===== src/hw/rtl/png_chunk_deframer_defines.svh =====
// Assertion helpers for the chunk deframer.
`ifndef PNG_CHUNK_DEFRAMER_DEFINES_SVH
`define PNG_CHUNK_DEFRAMER_DEFINES_SVH

// same-cycle implication
`define PCD_ASSERT_IMPLY(lbl, clk, rst_n, ante, cons, msg) \
    lbl: assert property (@(posedge clk) disable iff (!rst_n) (ante) |-> (cons)) \
        else $error(msg);

// next-cycle implication
`define PCD_ASSERT_NEXT(lbl, clk, rst_n, ante, cons, msg) \
    lbl: assert property (@(posedge clk) disable iff (!rst_n) (ante) |=> (cons)) \
        else $error(msg);

`endif


===== src/hw/rtl/pcd_pkg.sv =====
package pcd_pkg;

    localparam int unsigned QueueDepthDef = 4;
    localparam int unsigned MTdataW       = 96;

    localparam logic [3:0] ErrNone      = 4'd0;
    localparam logic [3:0] ErrEarlyEnd  = 4'd1;
    localparam logic [3:0] ErrLenHigh   = 4'd2;
    localparam logic [3:0] ErrIhdrLen   = 4'd3;
    localparam logic [3:0] ErrNotIhdr   = 4'd4;
    localparam logic [3:0] ErrBitDepth  = 4'd5;
    localparam logic [3:0] ErrColorType = 4'd6;
    localparam logic [3:0] ErrCompress  = 4'd7;
    localparam logic [3:0] ErrFilter    = 4'd8;
    localparam logic [3:0] ErrInterlace = 4'd9;
    localparam logic [3:0] ErrIdatSplit = 4'd10;
    localparam logic [3:0] ErrPlteMiss  = 4'd11;
    localparam logic [3:0] ErrPlteOrder = 4'd12;
    localparam logic [3:0] ErrCritical  = 4'd13;

    typedef struct packed {
        logic        payload_valid;
        logic [7:0]  payload_byte;
        logic        header_valid;
        logic [30:0] image_width;
        logic [30:0] image_height;
        logic [7:0]  bit_depth;
        logic [7:0]  color_type;
        logic        interlaced;
        logic        finished;
        logic [3:0]  error_code;
    } t_result;

    typedef struct packed {
        logic       done;
        logic [3:0] err;
    } t_front_status;

    typedef struct packed {
        logic full;
        logic empty;
    } t_queue_status;

endpackage


===== src/hw/rtl/pcd_front.sv =====
module pcd_front (
    input  logic             i_clk,
    input  logic             i_rst_n,
    input  logic             i_fire,
    input  logic [7:0]       i_data,
    input  logic             i_last,
    output pcd_pkg::t_result       o_result,
    output pcd_pkg::t_front_status o_status
);
    import pcd_pkg::*;

    localparam logic [3:0] PhIhdrLen  = 4'd0;
    localparam logic [3:0] PhIhdrName = 4'd1;
    localparam logic [3:0] PhWidth    = 4'd2;
    localparam logic [3:0] PhHeight   = 4'd3;
    localparam logic [3:0] PhFormat   = 4'd4;
    localparam logic [3:0] PhCrc      = 4'd5;
    localparam logic [3:0] PhLen      = 4'd6;
    localparam logic [3:0] PhName     = 4'd7;
    localparam logic [3:0] PhData     = 4'd8;
    localparam logic [3:0] PhDone     = 4'd9;

    localparam logic [1:0] KindSkip = 2'd0;
    localparam logic [1:0] KindIdat = 2'd1;
    localparam logic [1:0] KindIend = 2'd2;
    localparam logic [1:0] KindIhdr = 2'd3;

    localparam logic [31:0] NameIhdr = 32'h4948_4452;
    localparam logic [31:0] NameIdat = 32'h4944_4154;
    localparam logic [31:0] NamePlte = 32'h504C_5445;
    localparam logic [31:0] NameIend = 32'h4945_4E44;
    localparam logic [31:0] IhdrLen  = 32'd13;

    // seen bits: 0 IDAT seen, 1 PLTE seen, 2 previous chunk was IDAT
    localparam int unsigned SeenIdat = 0;
    localparam int unsigned SeenPlte = 1;
    localparam int unsigned SeenPrev = 2;

    function automatic logic [3:0] fmt_check(input logic [7:0] depth, input logic [7:0] ctype,
                                             input logic [7:0] comp, input logic [7:0] filt,
                                             input logic [7:0] intl);
        logic ok;
        logic bad_type;
        begin
            ok = 1'b0;
            bad_type = 1'b0;
            case (ctype)
                8'd0: ok = depth inside {8'd1, 8'd2, 8'd4, 8'd8, 8'd16};
                8'd3: ok = depth inside {8'd1, 8'd2, 8'd4, 8'd8};
                8'd2, 8'd4, 8'd6: ok = depth inside {8'd8, 8'd16};
                default: bad_type = 1'b1;
            endcase
            if (bad_type) begin
                fmt_check = ErrColorType;
            end else if (!ok) begin
                fmt_check = ErrBitDepth;
            end else if (comp != 8'd0) begin
                fmt_check = ErrCompress;
            end else if (filt != 8'd0) begin
                fmt_check = ErrFilter;
            end else if (intl > 8'd1) begin
                fmt_check = ErrInterlace;
            end else begin
                fmt_check = ErrNone;
            end
        end
    endfunction

    logic [3:0]  r_phase, n_phase;
    logic [30:0] r_cnt, n_cnt;
    logic [30:0] r_len, n_len;
    logic [31:0] r_word, n_word;
    logic [1:0]  r_kind, n_kind;
    logic [2:0]  r_seen, n_seen;
    logic        r_hv, n_hv;
    logic [3:0]  r_err, n_err;
    logic [30:0] r_width, n_width;
    logic [30:0] r_height, n_height;
    logic [7:0]  r_depth, n_depth;
    logic [7:0]  r_ctype, n_ctype;
    logic [7:0]  r_comp, n_comp;
    logic [7:0]  r_filt, n_filt;
    logic        r_intl, n_intl;

    logic [30:0] cnt_inc;
    logic        word_done;
    logic        go;
    logic        pv;
    logic [3:0]  err;

    always_comb begin
        n_phase  = r_phase;
        n_cnt    = r_cnt;
        n_len    = r_len;
        n_word   = r_word;
        n_kind   = r_kind;
        n_seen   = r_seen;
        n_hv     = r_hv;
        n_err    = r_err;
        n_width  = r_width;
        n_height = r_height;
        n_depth  = r_depth;
        n_ctype  = r_ctype;
        n_comp   = r_comp;
        n_filt   = r_filt;
        n_intl   = r_intl;
        cnt_inc  = r_cnt + 31'd1;
        word_done = 1'b0;
        go       = 1'b0;
        pv       = 1'b0;
        err      = ErrNone;
        if (i_fire && r_err == ErrNone && r_phase != PhDone) begin
            n_word = {r_word[23:0], i_data};
            n_cnt  = cnt_inc;
            word_done = !(r_phase inside {PhData, PhFormat, PhCrc}) && cnt_inc == 31'd4;
            if (word_done) begin
                n_cnt = '0;
            end
            case (r_phase)
                PhIhdrLen, PhLen: begin
                    if (word_done) begin
                        if (n_word[31]) begin
                            err = ErrLenHigh;
                        end else if (r_phase == PhIhdrLen && n_word != IhdrLen) begin
                            err = ErrIhdrLen;
                        end else begin
                            n_len   = n_word[30:0];
                            n_phase = (r_phase == PhIhdrLen) ? PhIhdrName : PhName;
                        end
                    end
                end
                PhIhdrName: begin
                    if (word_done) begin
                        if (n_word != NameIhdr) begin
                            err = ErrNotIhdr;
                        end else begin
                            n_phase = PhWidth;
                        end
                    end
                end
                PhWidth, PhHeight: begin
                    if (word_done) begin
                        if (n_word[31]) begin
                            err = ErrLenHigh;
                        end else if (r_phase == PhWidth) begin
                            n_width = n_word[30:0];
                            n_phase = PhHeight;
                        end else begin
                            n_height = n_word[30:0];
                            n_phase  = PhFormat;
                        end
                    end
                end
                PhFormat: begin
                    case (r_cnt[2:0])
                        3'd0: n_depth = i_data;
                        3'd1: n_ctype = i_data;
                        3'd2: n_comp  = i_data;
                        3'd3: n_filt  = i_data;
                        default: begin
                            n_cnt  = '0;
                            n_intl = i_data[0];
                            err    = fmt_check(r_depth, r_ctype, r_comp, r_filt, i_data);
                            if (err == ErrNone) begin
                                n_hv    = 1'b1;
                                n_kind  = KindIhdr;
                                n_phase = PhCrc;
                            end
                        end
                    endcase
                end
                PhCrc: begin
                    if (cnt_inc == 31'd4) begin
                        n_cnt = '0;
                        if (r_kind == KindIend) begin
                            if (!r_seen[SeenIdat]) begin
                                err = ErrCritical;
                            end else begin
                                n_phase = PhDone;
                            end
                        end else begin
                            n_phase = PhLen;
                        end
                    end
                end
                PhName: begin
                    if (word_done) begin
                        if (n_word[29]) begin
                            n_seen[SeenPrev] = 1'b0;
                            n_kind = KindSkip;
                            go     = 1'b1;
                        end else if (n_word == NameIdat) begin
                            if (r_seen[SeenIdat] && !r_seen[SeenPrev]) begin
                                err = ErrIdatSplit;
                            end else if (r_ctype == 8'd3 && !r_seen[SeenPlte]) begin
                                err = ErrPlteMiss;
                            end else begin
                                n_seen[SeenIdat] = 1'b1;
                                n_seen[SeenPrev] = 1'b1;
                                n_kind = KindIdat;
                                go     = 1'b1;
                            end
                        end else begin
                            n_seen[SeenPrev] = 1'b0;
                            if (n_word == NamePlte) begin
                                if (r_seen[SeenIdat]) begin
                                    err = ErrPlteOrder;
                                end else begin
                                    n_seen[SeenPlte] = 1'b1;
                                    n_kind = KindSkip;
                                    go     = 1'b1;
                                end
                            end else if (n_word == NameIend) begin
                                n_kind  = KindIend;
                                n_phase = PhCrc;
                            end else begin
                                err = ErrCritical;
                            end
                        end
                        if (go) begin
                            n_phase = (r_len == '0) ? PhCrc : PhData;
                        end
                    end
                end
                PhData: begin
                    pv = (r_kind == KindIdat);
                    if (cnt_inc >= r_len) begin
                        n_cnt   = '0;
                        n_phase = PhCrc;
                    end
                end
                default: n_phase = PhDone;
            endcase
            if (err == ErrNone && i_last && n_phase != PhDone) begin
                err = ErrEarlyEnd;
            end
            n_err = err;
        end
    end

    always_ff @(posedge i_clk) begin
        if (!i_rst_n) begin
            r_phase <= PhIhdrLen;
            r_cnt   <= '0;
            r_kind  <= KindSkip;
            r_seen  <= '0;
            r_hv    <= 1'b0;
            r_err   <= ErrNone;
        end else begin
            r_phase <= n_phase;
            r_cnt   <= n_cnt;
            r_kind  <= n_kind;
            r_seen  <= n_seen;
            r_hv    <= n_hv;
            r_err   <= n_err;
        end
    end

    always_ff @(posedge i_clk) begin
        r_len    <= n_len;
        r_word   <= n_word;
        r_width  <= n_width;
        r_height <= n_height;
        r_depth  <= n_depth;
        r_ctype  <= n_ctype;
        r_comp   <= n_comp;
        r_filt   <= n_filt;
        r_intl   <= n_intl;
    end

    always_comb begin
        o_result.payload_valid = pv;
        o_result.payload_byte  = pv ? i_data : 8'd0;
        o_result.header_valid  = n_hv;
        o_result.image_width   = n_hv ? n_width : '0;
        o_result.image_height  = n_hv ? n_height : '0;
        o_result.bit_depth     = n_hv ? n_depth : 8'd0;
        o_result.color_type    = n_hv ? n_ctype : 8'd0;
        o_result.interlaced    = n_hv & n_intl;
        o_result.finished      = (n_phase == PhDone) && (n_err == ErrNone);
        o_result.error_code    = n_err;
    end

    assign o_status.done = (r_phase == PhDone);
    assign o_status.err  = r_err;

endmodule


===== src/hw/rtl/pcd_queue.sv =====
module pcd_queue #(
    parameter int unsigned Depth = pcd_pkg::QueueDepthDef
) (
    input  logic                    i_clk,
    input  logic                    i_rst_n,
    input  logic                    i_push,
    input  pcd_pkg::t_result        i_data,
    input  logic                    i_pop,
    output pcd_pkg::t_result        o_head,
    output pcd_pkg::t_queue_status  o_status
);
    import pcd_pkg::*;

    localparam int unsigned PtrW = (Depth > 1) ? $clog2(Depth) : 1;
    localparam int unsigned CntW = $clog2(Depth + 1);

    t_result         r_mem [Depth];
    logic [PtrW-1:0] r_wr, n_wr;
    logic [PtrW-1:0] r_rd, n_rd;
    logic [CntW-1:0] r_count, n_count;

    always_comb begin
        n_wr    = r_wr;
        n_rd    = r_rd;
        n_count = r_count;
        if (i_push) begin
            n_wr = (r_wr == PtrW'(Depth - 1)) ? '0 : r_wr + 1'b1;
        end
        if (i_pop) begin
            n_rd = (r_rd == PtrW'(Depth - 1)) ? '0 : r_rd + 1'b1;
        end
        case ({i_push, i_pop})
            2'b10:   n_count = r_count + 1'b1;
            2'b01:   n_count = r_count - 1'b1;
            default: n_count = r_count;
        endcase
    end

    always_ff @(posedge i_clk) begin
        if (!i_rst_n) begin
            r_wr    <= '0;
            r_rd    <= '0;
            r_count <= '0;
        end else begin
            r_wr    <= n_wr;
            r_rd    <= n_rd;
            r_count <= n_count;
        end
    end

    always_ff @(posedge i_clk) begin
        if (i_push) begin
            r_mem[r_wr] <= i_data;
        end
    end

    assign o_head         = r_mem[r_rd];
    assign o_status.full  = (r_count == CntW'(Depth));
    assign o_status.empty = (r_count == '0);

endmodule


===== src/hw/rtl/pcd_back.sv =====
module pcd_back (
    input  logic                           i_clk,
    input  logic                           i_rst_n,
    input  pcd_pkg::t_result               i_head,
    input  pcd_pkg::t_queue_status         i_qstat,
    output logic                           o_pop,
    output logic                           o_m_tvalid,
    input  logic                           i_m_tready,
    output logic [pcd_pkg::MTdataW-1:0]    o_m_tdata,
    output logic                           o_m_tuser
);
    import pcd_pkg::*;

    logic    r_valid, n_valid;
    t_result r_res;

    assign o_pop = !i_qstat.empty && (!r_valid || i_m_tready);

    always_comb begin
        n_valid = r_valid;
        if (o_pop) begin
            n_valid = 1'b1;
        end else if (i_m_tready) begin
            n_valid = 1'b0;
        end
    end

    always_ff @(posedge i_clk) begin
        if (!i_rst_n) begin
            r_valid <= 1'b0;
        end else begin
            r_valid <= n_valid;
        end
    end

    always_ff @(posedge i_clk) begin
        if (o_pop) begin
            r_res <= i_head;
        end
    end

    assign o_m_tvalid = r_valid;
    assign o_m_tuser  = r_res.payload_valid;
    assign o_m_tdata  = {3'b000, r_res.error_code, r_res.finished, r_res.interlaced,
                         r_res.color_type, r_res.bit_depth, r_res.image_height,
                         r_res.image_width, r_res.header_valid, r_res.payload_byte};

endmodule


===== src/hw/rtl/png_chunk_deframer.sv =====
// PNG chunk deframer.
// Slave stream: one byte of the chunk stream (after the signature) per beat in
// s_tdata[7:0]; s_tlast marks the last byte available.
// Master stream: one result beat per input beat, in order. m_tuser is the
// payload flag (IDAT data byte). m_tdata from bit 0: payload byte, header valid,
// width (31), height (31), bit depth, color type, interlaced, finished,
// error code (4), zero pad to 96 bits.
// Throughput: one byte per cycle while s_tready is high. A byte's result is
// formed combinationally and passes through the queue and output register.
// The parser updates its state once per accepted byte; a result queue of
// QUEUE_DEPTH entries plus the output register decouple it from the sink.
// When the sink holds m_tready low, results collect in the queue and s_tready
// drops once it is full; nothing is dropped or repeated.
// Reset (synchronous, active low) returns the parser to expecting the IHDR
// length, clears flags and errors, and empties the queue and output stage.
// Errors are sticky: later bytes are still taken and answered with held fields.
`include "png_chunk_deframer_defines.svh"

module png_chunk_deframer #(
    parameter int unsigned QUEUE_DEPTH = pcd_pkg::QueueDepthDef
) (
    input  logic                        i_clk,
    input  logic                        i_rst_n,
    input  logic                        i_s_tvalid,
    output logic                        o_s_tready,
    input  logic [7:0]                  i_s_tdata,   // [7:0] data_byte
    input  logic                        i_s_tlast,   // last_byte
    output logic                        o_m_tvalid,
    input  logic                        i_m_tready,
    // [7:0] payload_byte, [8] header_valid, [39:9] image_width,
    // [70:40] image_height, [78:71] bit_depth, [86:79] color_type,
    // [87] interlaced, [88] finished, [92:89] error_code, [95:93] zero
    output logic [pcd_pkg::MTdataW-1:0] o_m_tdata,
    output logic                        o_m_tuser    // payload_valid
);
    import pcd_pkg::*;

    logic          fire;
    logic          pop;
    t_result       front_res;
    t_result       q_head;
    t_front_status front_st;
    t_queue_status q_st;

    assign o_s_tready = !q_st.full;
    assign fire       = i_s_tvalid && o_s_tready;

    pcd_front u_front (
        .i_clk    (i_clk),
        .i_rst_n  (i_rst_n),
        .i_fire   (fire),
        .i_data   (i_s_tdata),
        .i_last   (i_s_tlast),
        .o_result (front_res),
        .o_status (front_st)
    );

    pcd_queue #(
        .Depth (QUEUE_DEPTH)
    ) u_queue (
        .i_clk    (i_clk),
        .i_rst_n  (i_rst_n),
        .i_push   (fire),
        .i_data   (front_res),
        .i_pop    (pop),
        .o_head   (q_head),
        .o_status (q_st)
    );

    pcd_back u_back (
        .i_clk      (i_clk),
        .i_rst_n    (i_rst_n),
        .i_head     (q_head),
        .i_qstat    (q_st),
        .o_pop      (pop),
        .o_m_tvalid (o_m_tvalid),
        .i_m_tready (i_m_tready),
        .o_m_tdata  (o_m_tdata),
        .o_m_tuser  (o_m_tuser)
    );

    `PCD_ASSERT_NEXT(a_err_sticky, i_clk, i_rst_n, front_st.err != ErrNone, $stable(front_st.err), "error code changed after being set")
    `PCD_ASSERT_IMPLY(a_done_clean, i_clk, i_rst_n, front_st.done, front_st.err == ErrNone, "finished with an error")
    `PCD_ASSERT_IMPLY(a_queue_sane, i_clk, i_rst_n, q_st.full, !q_st.empty, "queue full and empty at once")
    `PCD_ASSERT_IMPLY(a_no_pop_stall, i_clk, i_rst_n, o_m_tvalid && !i_m_tready, !pop, "output overwritten while stalled")

endmodule


===== config.mk =====
export PLATFORM = sky130hd
export DESIGN_NAME = png_chunk_deframer
export DESIGN_NICKNAME = d
export VERILOG_FILES = /design/src/hw/rtl/pcd_pkg.sv /design/src/hw/rtl/pcd_front.sv /design/src/hw/rtl/pcd_queue.sv /design/src/hw/rtl/pcd_back.sv /design/src/hw/rtl/png_chunk_deframer.sv
export VERILOG_INCLUDE_DIRS = /design/src /design/src/hw/rtl
export SDC_FILE = /design/constraint.sdc
export NUM_CORES = 1
export LEC_CHECK = 0
export CAP_MARGIN = 20
export CORE_UTILIZATION = 40
export CTS_BUF_LIST = sky130_fd_sc_hd__clkbuf_4 sky130_fd_sc_hd__clkbuf_8
export CTS_CLUSTER_SIZE = 28
export DETAILED_ROUTE_END_ITERATION = 10
export DONT_BUFFER_PORTS = 1
export PLACE_DENSITY = 0.56
export SYNTH_ARGS = -nofsm -noshare
export SYNTH_HDL_FRONTEND = slang
export SYNTH_SLANG_ARGS = --single-unit

===== constraint.sdc =====
create_clock -name i_clk -period 10.5 [get_ports i_clk]
set_input_delay 1.05 -clock i_clk [delete_from_list [all_inputs] [get_ports i_clk]]
set_output_delay 1.05 -clock i_clk [all_outputs]
set_load 0.005 [all_outputs]

After elaboration in Yosys (flattened, before gate mapping) --
Memory sizes are Yosys's and may differ from the RTL's. A register that Yosys moved wholly into a read port is not among the register bits. Index checks and enable logic that the tools add are counted.
Cells by class: reductions and logical operators 48, magnitude comparators 2, equal/unequal tests 45, multiplexer cells 130, add/subtract/negate cells 5, bitwise operators 8
Operators by type and width (count):
- $mux 31 | 16
- $mux 4 | 48
- $eq 32x31->1 const B | 3
- $pmux 31 s3 | 1
- $mux 8 | 9
- $mux 1 | 33
- $ne 32x31->1 const B | 1
- $ne 32x4->1 const B | 1
- $add 31x1->31 const B | 1
- $eq 31x3->1 const B | 1
- $ge 31x31->1 | 1
- $logic_not 31->1 | 1
- $mux 2 | 15
- $pmux 4 s7 | 1
- $eq 8x2->1 const B | 3
- $eq 8x3->1 const B | 3
- $pmux 4 s6 | 1
- $logic_not 4->1 | 5
- $eq 4x3->1 const B | 4
- $reduce_bool 8->1 | 2
- $reduce_and 7->1 | 2
- $logic_and 1x1->1 | 11
- $reduce_and 5->1 | 2
- $mux 3 | 3
- 41 further kinds | 70
Storage, ports and cells: output and inout bits 99, flip-flop bits (word level) 203, memories kept 1, bits in writable memories 376, input port bits 13
Memories:
- u_queue.r_mem | depth 4, bits a word 94, read ports 1, clocked after memory_dff 1, write ports 1, RTL line pcd_queue.sv:17 | t_result r_mem [Depth];

Depth between registers and ports, before layout --
Gate-level depths: netlist of run 1.
word-level depth 22, mapped depth 20, mapped depth without buffers 17

Hierarchy --
A second synthesis of run 1 with hierarchy kept.
Unflattened totals: cells, all modules 1867, area total of the unflattened synthesis 27528.9 sq um
By module, submodules not included:
- pcd_queue | sequential area each 11471.0 sq um, area each 14092.3 sq um, instances 1, cells each 538
- pcd_front | sequential area each 4614.4 sq um, area each 10533.9 sq um, instances 1, cells each 1225
- pcd_back | sequential area each 2842.7 sq um, area each 2892.8 sq um, instances 1, cells each 102
- png_chunk_deframer | sequential area each 0.0 sq um, area each 10.0 sq um, instances 1, cells each 2

Worst setup path before layout of run 1 --
No wires, ideal clock.
path kind input-to-reg, from in i_m_tready, to reg u_queue.r_count[2], required time 10.430 ns, arrival time 7.591 ns, cell stages on the path 8, path buffers 0, setup slack 2.839 ns, path through inv_1 -> a21oi_1 -> ha_1 -> inv_1 -> fa_1 -> xor2_1 -> or3_1 -> a21oi_1
On the way: longest elaborated chain between the ends 4, elaborated cells between the ends (all ways) 6, those cells by class 2 x eq/ne; 1 x mux; 3 x reduce/logical
RTL lines:
- start, declared | RTL line png_chunk_deframer.sv:29 | input logic i_m_tready,
- $logic_or 1x1->1 * | RTL line pcd_back.sv:17 | assign o_pop = !i_qstat.empty && (!r_valid || i_m_tready);
- $logic_and 1x1->1 * | RTL line pcd_back.sv:17
- net pop | RTL line png_chunk_deframer.sv:39 | logic pop;
- $eq 2x1->1 / $eq 2x2->1 (equally long branches) | RTL line pcd_queue.sv:32 | case ({i_push, i_pop})
- $pmux 3 s2 / $reduce_bool 2->1 (equally long branches)
- end signal, assigned | RTL line pcd_queue.sv:47 | r_count <= n_count;
- end, declared | RTL line pcd_queue.sv:20 | logic [CntW-1:0] r_count, n_count;
Mark *: on every way through the listed nets, which the timed path passes. The rest lies on a longest branch. A chain may end at the register's enable or synchronous reset.

Worst setup path in the final report of run 1 --
from reg u_front.r_cnt[0], to reg u_front.r_cnt[20]
On the way: longest elaborated chain between the ends 6, elaborated cells between the ends (all ways) 14, those cells by class 1 x add/sub; 1 x order compare; 4 x eq/ne; 5 x mux; 3 x reduce/logical
RTL lines:
- start, declared | RTL line pcd_front.sv:70 | logic [30:0] r_cnt, n_cnt;
- start signal, assigned | RTL line pcd_front.sv:251 | r_cnt <= n_cnt;
- branches (longest 5 deep; another with $add 31x1->31)
- $pmux 31 s3 * | RTL line pcd_front.sv:119 | case (r_phase)
Every way passes the cells marked *.

==> impl_metrics.env, run 1 <==
export IMPL_cpPeakStageDelay_ns=0.87
export IMPL_power_share_switching_pct=25.80
export IMPL_ys_top_cells_by_area="edfxtp_1, dfxtp_1, mux4_2"
export IMPL_hold_buffers=0
export IMPL_intPower_mw=5.064
export IMPL_cp_num_buf_inv=0
export IMPL_synth_compound_area_share_pct=5.250
export IMPL_combPwrFrac_pct=12.4
export IMPL_grt_use_total_pct=18.19
export IMPL_clock_skew_ns=0.03650
export IMPL_p_seq_share_pct=53.1
export IMPL_synthCells=1852
export IMPL_routed_wl_met2_um=29890
export IMPL_wl_met3_um=3519
export IMPL_rrSetupSlack_ns=4.67
export IMPL_rsz0062_at_grt="no"
export IMPL_synth_edf_count=541
export IMPL_io_buffers=0
export IMPL_insertion_delay_ns=0.72
export IMPL_irDropWorstVdd_v=0.0002013
export IMPL_power_mw=6.825
export IMPL_synth_xor_area_share_pct=1.255
export IMPL_switching_power_mw=1.761
export IMPL_synth_warnings=0
export IMPL_path_clk_slew_ns=0.06
export IMPL_ant_nets=0
export IMPL_die_area_um2=69330
export IMPL_coreArea_um2=67400
export IMPL_syn_area_um2=27310
export IMPL_synth_most_common_cell="edfxtp_1"
export IMPL_synth_mux_area_share_pct=8.672
export IMPL_highest_layer="met4"
export IMPL_min_period_ns=5.827
export IMPL_rows=95
export IMPL_grt_pass1_vias=15610
export IMPL_slew_limit_headroom_pct=28.87
export IMPL_synthSimpleGateAreaFrac_pct=11.47
export IMPL_postCtsSetupBuffers=0
export IMPL_grt_ovfl_total=0
export IMPL_post_synth_num_cell_types=83
export IMPL_hold_violations=0
export IMPL_num_io_pins=112
export IMPL_wl_met1_um=27940
export IMPL_synth_avg_cell_area_um2=14.75
export IMPL_drc=0
export IMPL_slew_violations=0
export IMPL_initialDrtViolationCount=1169
export IMPL_dieHeight_um=263.3
export IMPL_area_growth_pct=11.81
export IMPL_cp_top_family="simple AND/OR/NAND/NOR gates"
export IMPL_status="finished, final reports clean"
export IMPL_place_gp_congestion=0.8768
export IMPL_yosys_top_cells_count="edfxtp_1, nand2_1, dfxtp_1, a21oi_1, mux4_2"
export IMPL_grt_pass1_wl_um=95480
export IMPL_async_flop_share_pct=0
export IMPL_drtPass1Iterations=7
export IMPL_start_util_pct=40.53
export IMPL_root_buffer="clkbuf_8"
export IMPL_p_leak_nw=10.36
export IMPL_avgRoutedWirePerCell_um=22.05
export IMPL_synth_top_cell_by_area="edfxtp_1"
export IMPL_drt_total_wl_um=62880
export IMPL_start_kind="register"
export IMPL_setup_viol_count_final=0
export IMPL_clockPowerShare_pct=34.5
export IMPL_hold_ws_ns=0.4315
export IMPL_place_hpwl_um=38190
export IMPL_cts_path_max_buffers=3
export IMPL_dr_total_vias=15570
export IMPL_fmax_ghz=0.1716
export IMPL_tightestPinTransition_ns=1.067
export IMPL_crit_chain="ha_1, nand3_1, nor2_1, nand2_1, nor2_1, nand3_1, xnor2_1, ha_1, and4_1, a21oi_1, o311ai_0, a211oi_1, a31oi_1, o221ai_4, nand2_2, or4_1, a21oi_1"
export IMPL_cts_tree="yes"
export IMPL_cts_sinks=673
export IMPL_synth_top_family_by_area="simple AND/OR/NAND/NOR gates"
export IMPL_hp_class="in -> reg"
export IMPL_path_class="reg -> reg"
export IMPL_cpMaxStageDelayCell="o221ai_4"
export IMPL_nets=1936
export IMPL_drive_gt1_share_pct=18.25
export IMPL_setup_tns_ns=0
export IMPL_worstPathArrival_ns=6.44
export IMPL_h_tree_depth=3
export IMPL_synth_seq_cells=673
export IMPL_post_cts_resized=0
export IMPL_path_max_fanout=34
export IMPL_via_per_inst=5.459
export IMPL_synth_seq_area_share_pct=69.15
export IMPL_synthAdderAreaFrac_pct=1.814
export IMPL_antenna_found_initial=1
export IMPL_cap_viol_max_count=0
export IMPL_cts_buffers=108
export IMPL_grt_max_degree=66
export IMPL_end_kind="register"
export IMPL_p_per_area_nw_per_um2=223.5
export IMPL_synthFlopType="edfxtp_1"
export IMPL_dieWidth_um=263.3
export IMPL_final_period_utilization_pct=55.49
export IMPL_cp_required_ns=11.12
export IMPL_synth_top_area_share_pct=59.48
==> flip-flops by register name (all words and copies together), names as in the netlist <==
register	cells
u_front.r_err	4
u_front.r_height	31
u_front.r_width	31
u_back.o_m_tuser	1
u_front.r_seen	3
u_front.r_filt	8
u_queue.r_mem	376
u_front.r_word	24
u_front.r_len	31
u_front.r_phase	4
u_back.o_m_tdata	93
u_front.r_hv	1
u_queue.r_rd	2
u_front.r_cnt	31
u_front.r_comp	8
u_queue.r_count	3
u_front.r_ctype	8
u_back.o_m_tvalid	1
u_queue.r_wr	2
u_front.r_depth	8
u_front.r_intl	1
u_front.r_kind	2
==> layout by cell type, fill, tap and decap left out, types with 7 or more instances in the layout <==
cell      count
nor2b_1      16
mux4_2       94
nand2b_1      8
buf_4        17
nand3_1      46
a211oi_1     12
xnor2_1      23
and4_1        7
edfxtp_1    541
dfxtp_1     130
xor2_1       11
nor3_1       34
o21ai_0      24
inv_1        52
nor4b_1      10
clkbuf_4     50
mux2_2       17
nand2_1     254
or3_1        13
a21o_1        9
nor2_1       57
or4_1        17
and2_1       34
clkinv_1      9
nand4_1      29
a21oi_1     121
ha_1         38
and3_1       14
clkinv_2      9
clkbuf_8    125
nor4_1       21
==> layout make-up <==
cell class	instances	area, um^2
Clock buffer	175	2096
Timing Repair Buffer	17	127.6
Clock inverter	29	250.2
Multi-Input combinational cell	1031	7876
Sequential cell	673	18900
Tap cell	873	1092
Fill cell	5895	36860
Antenna cell	1	2.502
Inverter	53	198.9
==> logic make-up after synthesis <==
family                     after synthesis
xor gates and xnor gates                36
buffers and inverters                  150
AOI/OAI and AO/OA                      232
other                                    1
and+or+nand+nor                        604
DFF                                    673
muxes                                  117
adders and majority gates               39
==> worst reg2reg max path, stage by stage (launching register included) <==
cell and delay [ns]:
dfxtp_1 0.47, ha_1 0.35, nand3_1 0.44, nor2_1 0.36, nand2_1 0.22, nor2_1 0.26, nand3_1 0.13, xnor2_1 0.22
ha_1 0.28, and4_1 0.19, a21oi_1 0.12, o311ai_0 0.18, a211oi_1 0.33, a31oi_1 0.25, o221ai_4 0.87, nand2_2 0.41
or4_1 0.50, a21oi_1 0.16
==> per-layer routing <==
layer	up-vias	track usage (%)
met3	92	3.433
met5	-	0
met4	0	6.954
li1	7160	-
met1	7848	24.61
met2	468	29.14
==> path summary, 6_finish.rpt <==
path,start,endpoint,cells after the start
setup / recovery,u_front.r_cnt[0]$_SDFFE_PN0P_,u_front.r_cnt[20]$_SDFFE_PN0P_,17
hold / removal,i_s_tdata[2],u_front.r_len[2]$_DFFE_PP_,0
setup reg to reg,u_front.r_cnt[0]$_SDFFE_PN0P_,u_front.r_cnt[20]$_SDFFE_PN0P_,17
hold reg to reg,u_front.r_width[16]$_DFF_P_,u_front.r_width[16]$_DFF_P_,2
==> power by group through the flow <==
stage                     Sequential, mW  Combinational (mW)  Clock, mW
after floorplan                     3.61               0.647          0
after global placement              3.68               0.869          0
after detailed placement            3.69               0.879          0
after CTS                           3.64               0.882       2.43
after global routing                3.66               0.922       2.53
final                               3.62               0.844       2.36
==> per-stage QoR <==
step	worst slack (ns)	cells	instance area (um^2)	util [%]
after floorplan	2.839	1854	27320	-
after global placement	4.779	2646	28180	41.82
after detailed placement	4.690	2647	28190	41.83
after CTS	4.687	2851	30540	45.31
after global routing	4.247	2852	30540	45.31
final	4.673	2852	30540	45.31
Note: power is estimated with default switching activity, not from simulation.
==> run 2, diff against run 1 <==
clock period = 6.02 ns   (was 10.5 ns; I/O delays follow)
==> impl_metrics.env, run 2 (synthesis results as in run 1) <==
export IMPL_drtPass1Iterations=8
export IMPL_setup_tns_ns=0
export IMPL_hp_class="in -> reg"
export IMPL_postCtsSetupBuffers=0
export IMPL_largest_register="u_queue.r_mem"
export IMPL_rows=95
export IMPL_r2r_cells=18
export IMPL_hp_start="i_s_tdata[3]"
export IMPL_path_class="reg -> reg"
export IMPL_cts_sinks=673
export IMPL_io_buffers=0
export IMPL_via_per_inst=5.480
export IMPL_antenna_found_initial=3
export IMPL_r2r_end="u_front.r_cnt[16]$_SDFFE_PN0P_"
export IMPL_place_gp_congestion=0.9314
export IMPL_path_clk_slew_ns=0.06
export IMPL_grt_pass1_wl_um=100100
export IMPL_power_share_switching_pct=26.24
export IMPL_rsz0062_at_grt="no"
export IMPL_drc=0
export IMPL_slew_violations=0
export IMPL_cap_viol_max_count=0
export IMPL_switching_power_mw=3.122
export IMPL_irDropWorstVdd_v=0.0003038
export IMPL_drt_total_wl_um=66510
export IMPL_die_area_um2=69330
export IMPL_avgRoutedWirePerCell_um=23.18
export IMPL_coreArea_um2=67400
export IMPL_grt_pass1_vias=15980
export IMPL_initialDrtViolationCount=1249
export IMPL_ant_nets=0
export IMPL_status="finished, final reports clean"
export IMPL_p_leak_nw=10.42
export IMPL_h_tree_depth=3
export IMPL_grt_use_total_pct=19.31
export IMPL_post_cts_resized=0
export IMPL_end_kind="register"
export IMPL_grt_max_degree=66
export IMPL_worstPathArrival_ns=5.67
export IMPL_num_io_pins=112
export IMPL_intPower_mw=8.774
export IMPL_hold_path_depth=1
export IMPL_grt_ovfl_total=0
export IMPL_drive_gt1_share_pct=18.20
export IMPL_layout_setup_ws_ns=0.9313
export IMPL_min_to="u_front.r_ctype[3]$_DFF_P_"
export IMPL_start_kind="register"
export IMPL_place_hpwl_um=39780
export IMPL_clock_skew_ns=0.04906
export IMPL_cp_required_ns=6.60
export IMPL_min_period_ns=5.089
export IMPL_place_ws_ns=0.9567
export IMPL_slew_limit_headroom_pct=34.60
export IMPL_final_period_utilization_pct=84.53
export IMPL_p_seq_share_pct=53.3
export IMPL_root_buffer="clkbuf_8"
export IMPL_fmax_ghz=0.1965
export IMPL_hold_violations=0
export IMPL_final_cell_mix="edfxtp_1, nand2_1, dfxtp_1, a21oi_1, clkbuf_8"
export IMPL_combPwrFrac_pct=12.5
export IMPL_cts_buffers=108
export IMPL_largest_reg_flops=376
export IMPL_clockPowerShare_pct=34.2
export IMPL_area_growth_pct=12.31
export IMPL_tightestPinTransition_ns=0.9720
export IMPL_dieHeight_um=263.3
export IMPL_hold_buffers=11
export IMPL_final_common_cell="edfxtp_1"
export IMPL_path_max_fanout=33
export IMPL_fillers=5895
export IMPL_r2r_start="u_front.r_cnt[0]$_SDFFE_PN0P_"
export IMPL_cts_path_max_buffers=3
export IMPL_setup_viol_count_final=0
export IMPL_insertion_delay_ns=0.74
export IMPL_dieWidth_um=263.3
export IMPL_cts_tree="yes"
export IMPL_rrSetupSlack_ns=0.93
export IMPL_dr_total_vias=15720
export IMPL_power_mw=11.90
export IMPL_start_util_pct=40.53
export IMPL_nets=1954
export IMPL_p_per_area_nw_per_um2=387.8
[run 2: area by class of cell]
class                   instances  area, um^2  area share, %
diodes                          1       2.502       0.008158
well taps                     873        1092          3.561
flip-flops and latches        673       18900          61.60
multi-input cells            1031        7878          25.68
inverters                      53       198.9         0.6485
clock buffers                 173        2056          6.701
repair buffers                 35       315.3          1.028
clock inverters                30       237.7         0.7750
[run 2: layer usage]
layer / GRT usage (%) / part of all wire [%] / wire length (um)
met1: 26.10 / 44 / 29210
met2: 31.10 / 48 / 31760
met3: 3.358 / 5.3 / 3495
met4: 7.555 / 3.0 / 2024
met5: 0 / 0.020 / 13
[run 2: worst max-delay path by stage]
stage	start	end	slack, ns	cells after the start
floorplan	i_m_tready	u_queue.r_count[2]$_SDFFE_PN0P_	1.13	8
global placement	u_front.r_cnt[0]$_SDFFE_PN0P_	u_front.r_cnt[15]$_SDFFE_PN0P_	1.14	18
detailed placement	u_front.r_cnt[0]$_SDFFE_PN0P_	u_front.r_cnt[16]$_SDFFE_PN0P_	0.96	18
CTS	u_front.r_cnt[0]$_SDFFE_PN0P_	u_front.r_cnt[15]$_SDFFE_PN0P_	0.97	18
global route	u_front.r_cnt[0]$_SDFFE_PN0P_	u_front.r_cnt[7]$_SDFFE_PN0P_	0.46	18
finish	u_front.r_cnt[0]$_SDFFE_PN0P_	u_front.r_cnt[16]$_SDFFE_PN0P_	0.93	18
[run 2: through the flow]
step                      instances  hold WS, ns  cell area, um^2  utilization, %
after floorplan                1854       0.4104            27330               -
after global placement         2654       0.4173            28270           41.95
after detailed placement       2654       0.4244            28270           41.95
after CTS                      2868     0.001205            30670           45.51
after global routing           2869      0.01440            30680           45.52
final                          2869      0.04513            30680           45.52
[run 2: worst max-delay path, stage by stage (launching register included)]
cell and delay, ns:
dfxtp_1 0.49, ha_1 0.34, nand3_1 0.46, nor2_1 0.40, nand2_1 0.21, nor2_1 0.31
nand3_1 0.14, xnor2_1 0.17, ha_1 0.30, and4_1 0.20, nand3_1 0.12, o311ai_0 0.40
a211oi_1 0.12, a31oi_1 0.38, o221ai_4 0.15, buf_4 0.27, nor2b_1 0.19, o21ai_0 0.18
a21oi_1 0.08
[run 2: power groups by stage]
| stage | registers (mW) | logic [mW] | clock network (mW) |
|---|---|---|---|
| 4_1_cts | 6.36 | 1.55 | 4.18 |
| 5_1_grt | 6.41 | 1.63 | 4.36 |
| 2_1_floorplan | 6.25 | 1.13 | 0 |
| 3_5_place_dp | 6.45 | 1.53 | 0 |
| 3_3_place_gp | 6.44 | 1.51 | 0 |
| 6_report | 6.34 | 1.49 | 4.07 |
